$ cat src/design/frame_history_nearest_lookup_unit_assert.svh
// Assertion helpers for the frame history lookup unit.
// Both expect clk and rst_n in scope.
`ifndef FRAME_HISTORY_NEAREST_LOOKUP_UNIT_ASSERT_SVH
`define FRAME_HISTORY_NEAREST_LOOKUP_UNIT_ASSERT_SVH

// same-cycle implication
`define FHNL_ASSERT_IMP(name, ante, cons) \
    name: assert property (@(posedge clk) disable iff (!rst_n) (ante) |-> (cons)) \
        else $error("fhnl: same-cycle check failed");

// next-cycle implication
`define FHNL_ASSERT_NXT(name, ante, cons) \
    name: assert property (@(posedge clk) disable iff (!rst_n) (ante) |=> (cons)) \
        else $error("fhnl: next-cycle check failed");

`endif

$ cat src/design/fhnl_meta_store.sv
`timescale 1ns / 1ps
`default_nettype none

// Per-channel count and oldest slot. RAM plus one valid bit per channel;
// a channel never written reads as empty.
module fhnl_meta_store #(
    parameter int NUM_CHANNELS = 16,
    parameter int CH_W         = 4,
    parameter int CNT_W        = 4,
    parameter int PTR_W        = 3
) (
    input  wire logic             clk,
    input  wire logic             rst_n,
    input  wire logic             rd_en,
    input  wire logic [CH_W-1:0]  rd_addr,
    output logic      [CNT_W-1:0] rd_cnt,
    output logic      [PTR_W-1:0] rd_oldest,
    input  wire logic             wr_en,
    input  wire logic [CH_W-1:0]  wr_addr,
    input  wire logic [CNT_W-1:0] wr_cnt,
    input  wire logic [PTR_W-1:0] wr_oldest
);

    logic [CNT_W+PTR_W-1:0] mem [NUM_CHANNELS];
    logic [CNT_W+PTR_W-1:0] rd_q_reg;
    logic [NUM_CHANNELS-1:0] valid_reg;
    logic                    rd_valid_reg;

    always_ff @(posedge clk)
    begin
        if (wr_en)
        begin
            mem[wr_addr] <= {wr_cnt, wr_oldest};
        end
        if (rd_en)
        begin
            rd_q_reg <= mem[rd_addr];
        end
    end

    always_ff @(posedge clk or negedge rst_n)
    begin
        if (!rst_n)
        begin
            valid_reg    <= '0;
            rd_valid_reg <= 1'b0;
        end
        else
        begin
            if (wr_en)
            begin
                valid_reg[wr_addr] <= 1'b1;
            end
            if (rd_en)
            begin
                rd_valid_reg <= valid_reg[rd_addr];
            end
        end
    end

    assign rd_cnt    = rd_valid_reg ? rd_q_reg[CNT_W+PTR_W-1:PTR_W] : '0;
    assign rd_oldest = rd_valid_reg ? rd_q_reg[PTR_W-1:0] : '0;

endmodule

`default_nettype wire

$ cat config.mk
export PLATFORM = sky130hd
export DESIGN_NAME = fhnl_meta_store
export DESIGN_NICKNAME = d
export VERILOG_FILES = /design/src/design/frame_history_nearest_lookup_unit_assert.svh /design/src/design/fhnl_meta_store.sv
export SDC_FILE = /design/constraint.sdc
export NUM_CORES = 1
export LEC_CHECK = 0
export BUFFER_PORTS_ARGS = -buffer_cell sky130_fd_sc_hd__buf_2
export CELL_PAD_IN_SITES_DETAIL_PLACEMENT = 1
export CELL_PAD_IN_SITES_GLOBAL_PLACEMENT = 1
export CORE_ASPECT_RATIO = 1.5
export CORE_MARGIN = 2
export CORE_UTILIZATION = 48
export CTS_CLUSTER_DIAMETER = 120
export CTS_CLUSTER_SIZE = 14
export DETAILED_ROUTE_END_ITERATION = 12
export GPL_ROUTABILITY_DRIVEN = 0
export PLACE_DENSITY = 0.76
export SYNTH_ARGS = -nofsm -noshare
export SYNTH_HDL_FRONTEND = slang
export SYNTH_SLANG_ARGS = --single-unit
$ cat constraint.sdc
create_clock -name clk -period 1.59 [get_ports clk]
set_input_delay 0.318 -clock clk [delete_from_list [all_inputs] [get_ports clk]]
set_output_delay 0.318 -clock clk [all_outputs]
set_load 0.02 [all_outputs]
==> flow_summary_export.csv, run 1 <==
group,metric,value,unit
logic_synthesis,synth_compound_area_frac,0,
placement,dpl.hpwl,7.064,mm
critical_path,worstPathRequired,1.89,ns
logic_synthesis,synth_cell_type_count,21,
clocking,cts_tree,"done",
global_route,grtUsageTotal,0.1908,
timing,timing.final.crit_share,1.043,
power_and_ir_drop,pwr-share-seq,0.500,
cells_and_area,fillers,967,
cells_and_area,syn_to_final_growth,18.23,%
route,via_per_inst,5.388,
floorplan,row_count,47,
timing,maxSlewViolCount,0,
logic_synthesis,postSynthAreaPerCell,22.70,µm²
cells_and_area,nNetsFinal,315,
critical_path,rr_worst_depth,4,
clocking,clk_path_buf_depth,2,
timing,post-route-worst-setup-slack,-0.06861,ns
critical_path,r2r_end,"rd_valid_reg$_DFFE_PN0P_",
floorplan,die_h,132.8,µm
logic_synthesis,synth_top_family_by_area,"multiplexers",
logic_synthesis,synth_mux_area_frac,0.1821,
floorplan,dieArea,11940,µm²
logic_synthesis,synthCells,234,
timing,period_minus_slack,1.659,ns
timing,rsz0062_at_grt,"yes",
hold_path,hp-class,"in -> reg",
power_and_ir_drop,p_leak,2.118,nW
critical_path,path_max_fanout,2,
timing,slew_headroom,0.7410,
route,drt-initial-drc-count,156,
critical_path,start_kind,"flop",
logic_synthesis,synth_area,5311,µm²
run_status,violations,"negative setup slack",
power_and_ir_drop,intPower,6.473,mW
critical_path,ff2ff_setup_slack,-0.07,ns
hold_path,hold_start,"rd_en",
cells_and_area,multi_input_area,1192,µm²
power_and_ir_drop,p_comb_frac,0.074,
route,first_pass_iters,4,
logic_synthesis,post-synth-top-area-cell,"edfxtp_1",
cells_and_area,fin_util,0.5741,
placement,placed_area,5725,µm²
timing,tightest_slew,0.3884,ns
power_and_ir_drop,vdd_drop_max,0.8504,mV
clocking,clk_latency,0.41,ns
timing,fmax,602.9,MHz
power_and_ir_drop,switchingPower,1.764,mW
clocking,htree_levels,4,
cells_and_area,drive_gt1_frac,0.4434,
job,drv_cap,0,
placement,pre_cts_ws,-0.3887,ns
clocking,path_clk_slew,0.06,ns
critical_path,rr_startpoint,"valid_reg[7]$_DFFE_PN0P_",
critical_path,crit_type,"reg -> reg",
logic_synthesis,yosys-top-cells-area,"edfxtp_1 (67%), mux4_2 (11%), dfrtp_1 (8.0%)",
power_and_ir_drop,finalPower,8.237,mW
placement,dpl.cell_count,423,
global_route,grt_pass1_wl,16.32,mm
power_and_ir_drop,p_clk_frac,0.426,
global_route,antenna_found_initial,0,
clocking,clockRootBuffer,"clkbuf_16",
logic_synthesis,ys_warn_count,0,
global_route,grt_max_degree,32,
cells_and_area,antenna_cells,0,
route,drc,0,
hold_path,whs_path_depth,1,
logic_synthesis,ys_seq_area_frac,0.7529,
placement,portBuffers,25,
logic_synthesis,syn_nets,253,
clocking,cts-buffers-inserted,17,
route,via_count,2457,
run_status,status,"finished, violations left",
floorplan,coreArea,10940,µm²
floorplan,ios,26,
power_and_ir_drop,swShare,0.2142,
clocking,cts_sinks,136,
timing,whs,0.2708,ns
critical_path,endpoint_kind,"flop",
logic_synthesis,netlist.area_leader.share,0.6728,
floorplan,die_w,89.89,µm
cells_and_area,regArea,3999,µm²
route,routed_wl,10.27,mm
hold_path,min_to,"rd_q_reg[6]$_DFFE_PP_",
logic_synthesis,yosys.area_share.simple,0.04782,
cells_and_area,stdcell_area,6280,µm²
route,wl_per_cell,22.52,µm
timing,fin_tns_setup,-0.1443,ns
clocking,post_cts_buffers,0,
logic_synthesis,synth_fa_ha_area_frac,0,
cells_and_area,fin_cells,456,
cells_and_area,largest_reg_flops,112,
route,ant_nets,0,
global_route,grt_pass1_vias,2779,
floorplan,start_util,0.4856,
power_and_ir_drop,p_per_area,1312,nW/µm²
logic_synthesis,synth-xor-area-share,0,
critical_path,arrival,1.96,ns
global_route,grt-ovfl-total,0,
logic_synthesis,synth-seq-cells,136,
timing,setup_viol,6,
timing,fin_skew,0.005587,ns
timing,final_hold_viol_count,0,
[power by group through the flow]
stage,logic (mW),registers (mW),clock network [mW]
global placement,0.580,4.18,0
floorplan,0.401,4.16,0
detailed placement,0.603,4.19,0
global route,0.658,4.14,3.70
CTS,0.620,4.12,3.58
finish,0.608,4.12,3.51
[synthesized netlist by cell type, drive strengths merged]
master,number
mux4,39
edfxtp,119
nor2,12
mux2,1
nand2,1
buf,9
nand3,1
dfrtp,17
or2,16
or3b,1
nand3b,2
nand2b,2
nor3,4
and2,7
mux2i,3
[layout by cell type (no fill, tap or decap)]
| master | n |
|---|---|
| and2_1 | 7 |
| clkinv_2 | 4 |
| buf_4 | 23 |
| nand3b_1 | 2 |
| dfrtp_1 | 17 |
| mux4_2 | 37 |
| nor3_2 | 1 |
| nand2_1 | 1 |
| mux4_1 | 1 |
| inv_6 | 1 |
| nand3_1 | 1 |
| or2_2 | 16 |
| buf_2 | 25 |
| bufinv_16 | 1 |
| nor2_1 | 12 |
| mux4_4 | 1 |
| nand2b_1 | 2 |
| mux2i_2 | 1 |
| buf_12 | 3 |
| dlygate4sd3_1 | 1 |
| clkinvlp_4 | 5 |
| or3b_2 | 1 |
| mux2_4 | 1 |
| nor3_1 | 3 |
| mux2i_1 | 2 |
| clkbuf_16 | 17 |
| edfxtp_1 | 119 |
| clkinv_1 | 4 |
[timing repair]
item | 4_1_cts | 5_1_grt
setup endpoints to repair | 7 | 13
hold buffers | 1 | 0
hold endpoints to repair | 17 | 0
gates resized for setup | 2 | 0
[cell families (layout without fill, tap and decap cells)]
logic type | after synthesis | in the layout
DFF | 136 | 136
and+or+nand+nor | 46 | 46
muxes | 43 | 43
buffers and inverters | 9 | 84
[critical path, cell delays in order (launching register included)]
cell and delay, ns:
dfrtp_1 0.39, mux4_4 0.62, mux2i_1 0.17, mux2i_1 0.10, mux2_4 0.26
[how the worst max path moves through the flow]
stage	startpoint	end	cells after the start
floorplan	rd_addr[0]	rd_q_reg[0]$_DFFE_PP_	4
global placement	rd_addr[0]	rd_q_reg[6]$_DFFE_PP_	4
detailed placement	rd_addr[0]	rd_valid_reg$_DFFE_PN0P_	6
CTS	valid_reg[7]$_DFFE_PN0P_	rd_valid_reg$_DFFE_PN0P_	4
global route	valid_reg[7]$_DFFE_PN0P_	rd_valid_reg$_DFFE_PN0P_	4
finish	valid_reg[7]$_DFFE_PN0P_	rd_valid_reg$_DFFE_PN0P_	4
[per-layer routing]
| layer | global-route usage | part of all wire | wire [µm] | vias up |
|---|---|---|---|---|
| met3 | 0.04328 | 0.044 | 457 | 14 |
| met2 | 0.3308 | 0.55 | 5598 | 73 |
| met5 | 0 | 0 | 0 | - |
| met4 | 0.08205 | 0.017 | 178 | 0 |
| met1 | 0.2310 | 0.39 | 4036 | 1284 |
| li1 | - | - | - | 1086 |
[final cells by class]
type | count | area share
Sequential cell | 136 | 0.6368
Multi-Input combinational cell | 89 | 0.1899
Clock buffer | 17 | 0.06774
Timing Repair Buffer | 52 | 0.05858
Tap cell | 147 | 0.02929
Clock inverter | 15 | 0.01773
No activity file was read; power rests on OpenSTA's default activity.
==> run 2: changes to the inputs <==
Settings changed: CORE_MARGIN 2 to unset, CORE_UTILIZATION 48 to 51, CTS_BUF_LIST set to sky130_fd_sc_hd__clkbuf_4 sky130_fd_sc_hd__clkbuf_8, PLACE_DENSITY 0.76 to 0.8.
==> run 2 against run 1 <==
Net effect: the run still ends with negative setup slack left; power decreased by 5.3%; flip-flop and latch count unchanged; wire length increased by 5.0%; maximum frequency increased by 1.3%; die area decreased by 9.3%; non-clock buffer count increased by 1; critical path type unchanged; largest power group unchanged.
==> flow_summary_export.csv, run 2 (synthesis gave the netlist of run 1 again) <==
group,metric,value,unit
critical_path,cp_slowest_stage_delay,0.60,ns
clocking,clk_path_buf_depth,2,
critical_path,crit_type,"reg -> reg",
floorplan,die_w,85.33,µm
placement,portBuffers,25,
timing,setup_viol,7,
timing,tightest_slew,0.4662,ns
critical_path,arrival,1.95,ns
floorplan,ios,26,
critical_path,endpoint_kind,"flop",
route,via_per_inst,5.890,
route,via_count,2515,
floorplan,coreArea,10130,µm²
critical_path,worstPathRequired,1.90,ns
cells_and_area,antenna_cells,0,
clocking,cts_sinks,136,
clocking,htree_levels,4,
timing,post-route-worst-setup-slack,-0.04793,ns
run_status,status,"finished, violations left",
timing,slew_headroom,0.6892,
timing,maxSlewViolCount,0,
cells_and_area,syn_to_final_growth,16.00,%
route,first_pass_iters,4,
job,drv_cap,0,
global_route,antenna_found_initial,0,
critical_path,start_kind,"flop",
route,drc,0,
global_route,grtUsageTotal,0.2239,
timing,fmax,610.5,MHz
global_route,grt_max_degree,27,
route,routed_wl,10.78,mm
power_and_ir_drop,p_per_area,1267,nW/µm²
placement,dpl.hpwl,7.320,mm
clocking,path_clk_slew,0.08,ns
timing,fin_skew,0.008350,ns
critical_path,path_max_fanout,2,
cells_and_area,drive_gt1_frac,0.4516,
route,wl_per_cell,25.25,µm
floorplan,row_count,45,
clocking,post_cts_buffers,0,
global_route,grt_pass1_wl,16.79,mm
timing,rsz0062_at_grt,"yes",
route,ant_nets,0,
timing,timing.final.crit_share,1.030,
cells_and_area,fin_util,0.6079,
clocking,cts-buffers-inserted,17,
clocking,cts_tree,"done",
cells_and_area,fillers,843,
floorplan,die_h,127.0,µm
power_and_ir_drop,vdd_drop_max,0.8383,mV
timing,period_minus_slack,1.638,ns
placement,dpl.cell_count,394,
floorplan,dieArea,10840,µm²
cells_and_area,final_common_cell,"edfxtp_1",
cells_and_area,largest_reg_flops,112,
timing,final_hold_viol_count,0,
global_route,grt-ovfl-total,0,
cells_and_area,nNetsFinal,316,
global_route,grt_pass1_vias,2827,
critical_path,critPathSlowestCell,"mux4_4",
clocking,clk_latency,0.43,ns
cells_and_area,final_cell_mix,"edfxtp_1 (119), mux4_2 (37), buf_2 (25)",
hold_path,hp-class,"in -> reg",
run_status,violations,"negative setup slack",
floorplan,start_util,0.5241,
critical_path,crit_top_cell,"mux2i_1",
cells_and_area,fin_cells,427,
clocking,clockRootBuffer,"clkbuf_8",
critical_path,path_cells,"mux4_4 > mux2i_1 > mux2i_1 > mux2_2",
route,drt-initial-drc-count,202,
power_and_ir_drop,p_leak,2.085,nW
run 2: repair_timing:
item,4_1_cts,5_1_grt
setup endpoints to repair,7,8
gates resized for setup,0,0
hold endpoints to repair,17,0
hold buffers,1,0
run 2: final timing paths:
path	from	endpoint	slack, ns	depth (start not counted)
max in group asynchronous	rst_n	rd_valid_reg$_DFFE_PN0P_	0.89	2
max reg2reg	valid_reg[4]$_DFFE_PN0P_	rd_valid_reg$_DFFE_PN0P_	-0.05	4
min	rd_en	rd_q_reg[1]$_DFFE_PP_	0.25	1
min reg2reg	valid_reg[6]$_DFFE_PN0P_	valid_reg[6]$_DFFE_PN0P_	0.47	1
min in group asynchronous	rst_n	valid_reg[4]$_DFFE_PN0P_	0.38	2
max	valid_reg[4]$_DFFE_PN0P_	rd_valid_reg$_DFFE_PN0P_	-0.05	4
run 2: final cells by class:
class / count / area, µm² / share of cell area
well taps: 117 / 146.4 / 0.02376
flip-flops and latches: 136 / 3999 / 0.6491
repair buffers: 53 / 387.9 / 0.06296
clock inverters: 14 / 195.2 / 0.03168
multi-input cells: 89 / 1185 / 0.1923
clock buffers: 18 / 247.7 / 0.04021
run 2: metal layers:
metal / up-vias / track usage / share of wire
met5: - / 0 / 0
met4: 0 / 0.09804 / 0.034
met3: 28 / 0.04780 / 0.035
met2: 74 / 0.3805 / 0.51
met1: 1321 / 0.2789 / 0.42
li1: 1092 / - / -
run 2: critical path: cells and delay by family, from the launching register on:
family	cells	cell delay, ns
muxes	4	1.13
DFF	1	0.38
run 2: per-stage QoR:
stage	area, µm²	hold WS (ns)	total power [mW]	worst slack (ns)	setup TNS [ns]
global placement	5708	0.2622	4.762	-0.3980	-2.954
CTS	6161	0.2279	7.878	-0.04881	-0.2287
detailed placement	5708	0.2835	4.800	-0.4345	-3.669
global route	6161	0.2344	8.036	-0.09809	-0.4753
floorplan	5294	0.02241	4.559	-0.1692	-1.205
finish	6161	0.2472	7.803	-0.04793	-0.1846
run 2: where the power goes:
part / switching [mW] / internal (mW)
logic: 0.297 / 0.307
clock network: 1.33 / 1.76
registers: 0.0669 / 4.04
==> run 3: changes to the inputs <==
Settings changed: CELL_PAD_IN_SITES_GLOBAL_PLACEMENT 1 to 2, CORE_UTILIZATION 51 to 46.
Clock period 1.59 ns to 1.5 ns, I/O delays scaled along.
==> run 3 against run 2 <==
Net effect: the run still ends with negative setup slack left; critical path type unchanged; wire length increased by 9.2%; cell count increased by 8.4%; via count increased by 2.5%; maximum frequency decreased by 1.9%; sequential power increased by 6.3%; register-to-register slack got worse by 0.12 ns; worst setup slack got worse by 0.12 ns; non-clock buffer count increased by 6; global-route usage decreased by 0.80 points; design area increased by 1.5%.
==> flow_summary_export.csv, run 3 (synthesis gave the netlist of run 1 again) <==
group,metric,value,unit
cells_and_area,nNetsFinal,322,
critical_path,worstPathRequired,1.81,ns
global_route,grt_pass1_wl,17.90,mm
timing,rsz0062_at_grt,"yes",
critical_path,crit_family,"multiplexers",
clocking,htree_levels,4,
clocking,path_clk_slew,0.07,ns
global_route,grt_max_degree,18,
run_status,status,"finished, violations left",
critical_path,crit_top_cell,"mux2i_1",
critical_path,endpoint_kind,"flop",
critical_path,path_max_fanout,2,
cells_and_area,drive_gt1_frac,0.4589,
clocking,cts-buffers-inserted,17,
timing,slew_headroom,0.7118,
route,via_count,2579,
timing,timing.final.crit_share,1.113,
timing,maxSlewViolCount,0,
cells_and_area,largest_reg_flops,112,
global_route,grt-ovfl-total,0,
route,wl_per_cell,25.43,µm
critical_path,path_cells,"mux4_4 > mux2i_1 > mux2i_1 > mux2_4",
floorplan,dieArea,11990,µm²
timing,fin_skew,0.007041,ns
cells_and_area,antenna_cells,0,
floorplan,coreArea,11110,µm²
route,drc,0,
run_status,violations,"negative setup slack",
route,via_per_inst,5.570,
global_route,grtUsageTotal,0.2159,
floorplan,start_util,0.4779,
route,ant_nets,0,
clocking,clk_latency,0.42,ns
route,drt-initial-drc-count,201,
hold_path,hp-class,"in -> reg",
clocking,clockRootBuffer,"clkbuf_8",
placement,portBuffers,25,
global_route,antenna_found_initial,0,
timing,setup_viol,15,
critical_path,critPathBufInv,0,
cells_and_area,fillers,996,
critical_path,critPathSlowestCell,"mux4_4",
cells_and_area,final_cell_mix,"edfxtp_1 (119), mux4_2 (37), buf_2 (25), buf_4 (25)",
critical_path,arrival,1.98,ns
timing,final_hold_viol_count,0,
timing,post-route-worst-setup-slack,-0.1699,ns
route,routed_wl,11.77,mm
clocking,cts_tree,"done",
floorplan,die_w,89.74,µm
global_route,grt_pass1_vias,2915,
timing,fmax,598.9,MHz
critical_path,cp_slowest_stage_delay,0.61,ns
placement,dpl.cell_count,430,
timing,fin_tns_setup,-1.150,ns
placement,placed_area,5854,µm²
route,first_pass_iters,4,
floorplan,ios,26,
power_and_ir_drop,p_per_area,1273,nW/µm²
clocking,cts_sinks,136,
job,drv_cap,0,
cells_and_area,syn_to_final_growth,17.79,%
cells_and_area,final_common_cell,"edfxtp_1",
critical_path,crit_type,"reg -> reg",
power_and_ir_drop,p_leak,2.118,nW
clocking,clk_path_buf_depth,2,
cells_and_area,stdcell_area,6256,µm²
placement,dpl.hpwl,7.847,mm
floorplan,die_h,133.6,µm
power_and_ir_drop,vdd_drop_max,0.6544,mV
timing,period_minus_slack,1.670,ns
timing,tightest_slew,0.4323,ns
critical_path,start_kind,"flop",
cells_and_area,fin_cells,463,
floorplan,row_count,47,
## run 3: changes by cell type in the layout (fill, tap and decap cells not counted), sizes merged
| cell | delta |
|---|---|
| buf | +6 |
| bufinv | -1 |
| clkbuf | +1 |
| clkinv | +5 |
| clkinvlp | -2 |
| inv | -3 |
## run 3: metrics by stage
stage / utilization / setup WS, ns / hold slack, ns / total power, mW
floorplan: - / -0.2412 / 0.004409 / 4.834
global placement: 0.5267 / -0.4841 / 0.2519 / 5.074
detailed placement: 0.5267 / -0.5967 / 0.2563 / 5.122
CTS: 0.5629 / -0.1840 / 0.2287 / 8.035
global route: 0.5629 / -0.2156 / 0.2230 / 8.208
finish: 0.5629 / -0.1699 / 0.2559 / 7.962
## run 3: final cells by class
| class | instances | area [µm²] | share of cell area |
|---|---|---|---|
| clock buffers | 19 | 249.0 | 0.03980 |
| clock inverters | 13 | 135.1 | 0.02160 |
| multi-input cells | 89 | 1206 | 0.1928 |
| flip-flops and latches | 136 | 3999 | 0.6392 |
| well taps | 147 | 183.9 | 0.02940 |
| repair buffers | 59 | 483.0 | 0.07720 |
## run 3: per-layer routing
| layer | part of all wire | track usage |
|---|---|---|
| met5 | 0 | 0 |
| met3 | 0.043 | 0.05023 |
| met4 | 0.022 | 0.09199 |
| met1 | 0.40 | 0.2612 |
| met2 | 0.54 | 0.3722 |
## run 3: report_power, final
group	internal, mW	leakage, nW	switching, mW
logic	0.342	0.669	0.329
registers	4.29	1.25	0.0853
clock network	1.64	0.195	1.28
## run 3: timing repair
| item | CTS | global route |
|---|---|---|
| pin swaps | 0 | 0 |
| hold endpoints to repair | 17 | 0 |
| resized for setup | 2 | 0 |
| endpoints found under the setup margin | 15 | 15 |
| setup buffers | 0 | 0 |
| hold buffers | 1 | 0 |
## run 3: final timing paths
check,start,depth (start not counted),endpoint,slack (ns)
min reg2reg,valid_reg[6]$_DFFE_PN0P_,1,valid_reg[6]$_DFFE_PN0P_,0.47
max,valid_reg[7]$_DFFE_PN0P_,4,rd_valid_reg$_DFFE_PN0P_,-0.17
min in group asynchronous,rst_n,2,valid_reg[0]$_DFFE_PN0P_,0.34
max in group asynchronous,rst_n,2,valid_reg[12]$_DFFE_PN0P_,0.85
min,wr_cnt[0],1,mem[6][3]$_DFFE_PP_,0.26
max reg2reg,valid_reg[7]$_DFFE_PN0P_,4,rd_valid_reg$_DFFE_PN0P_,-0.17
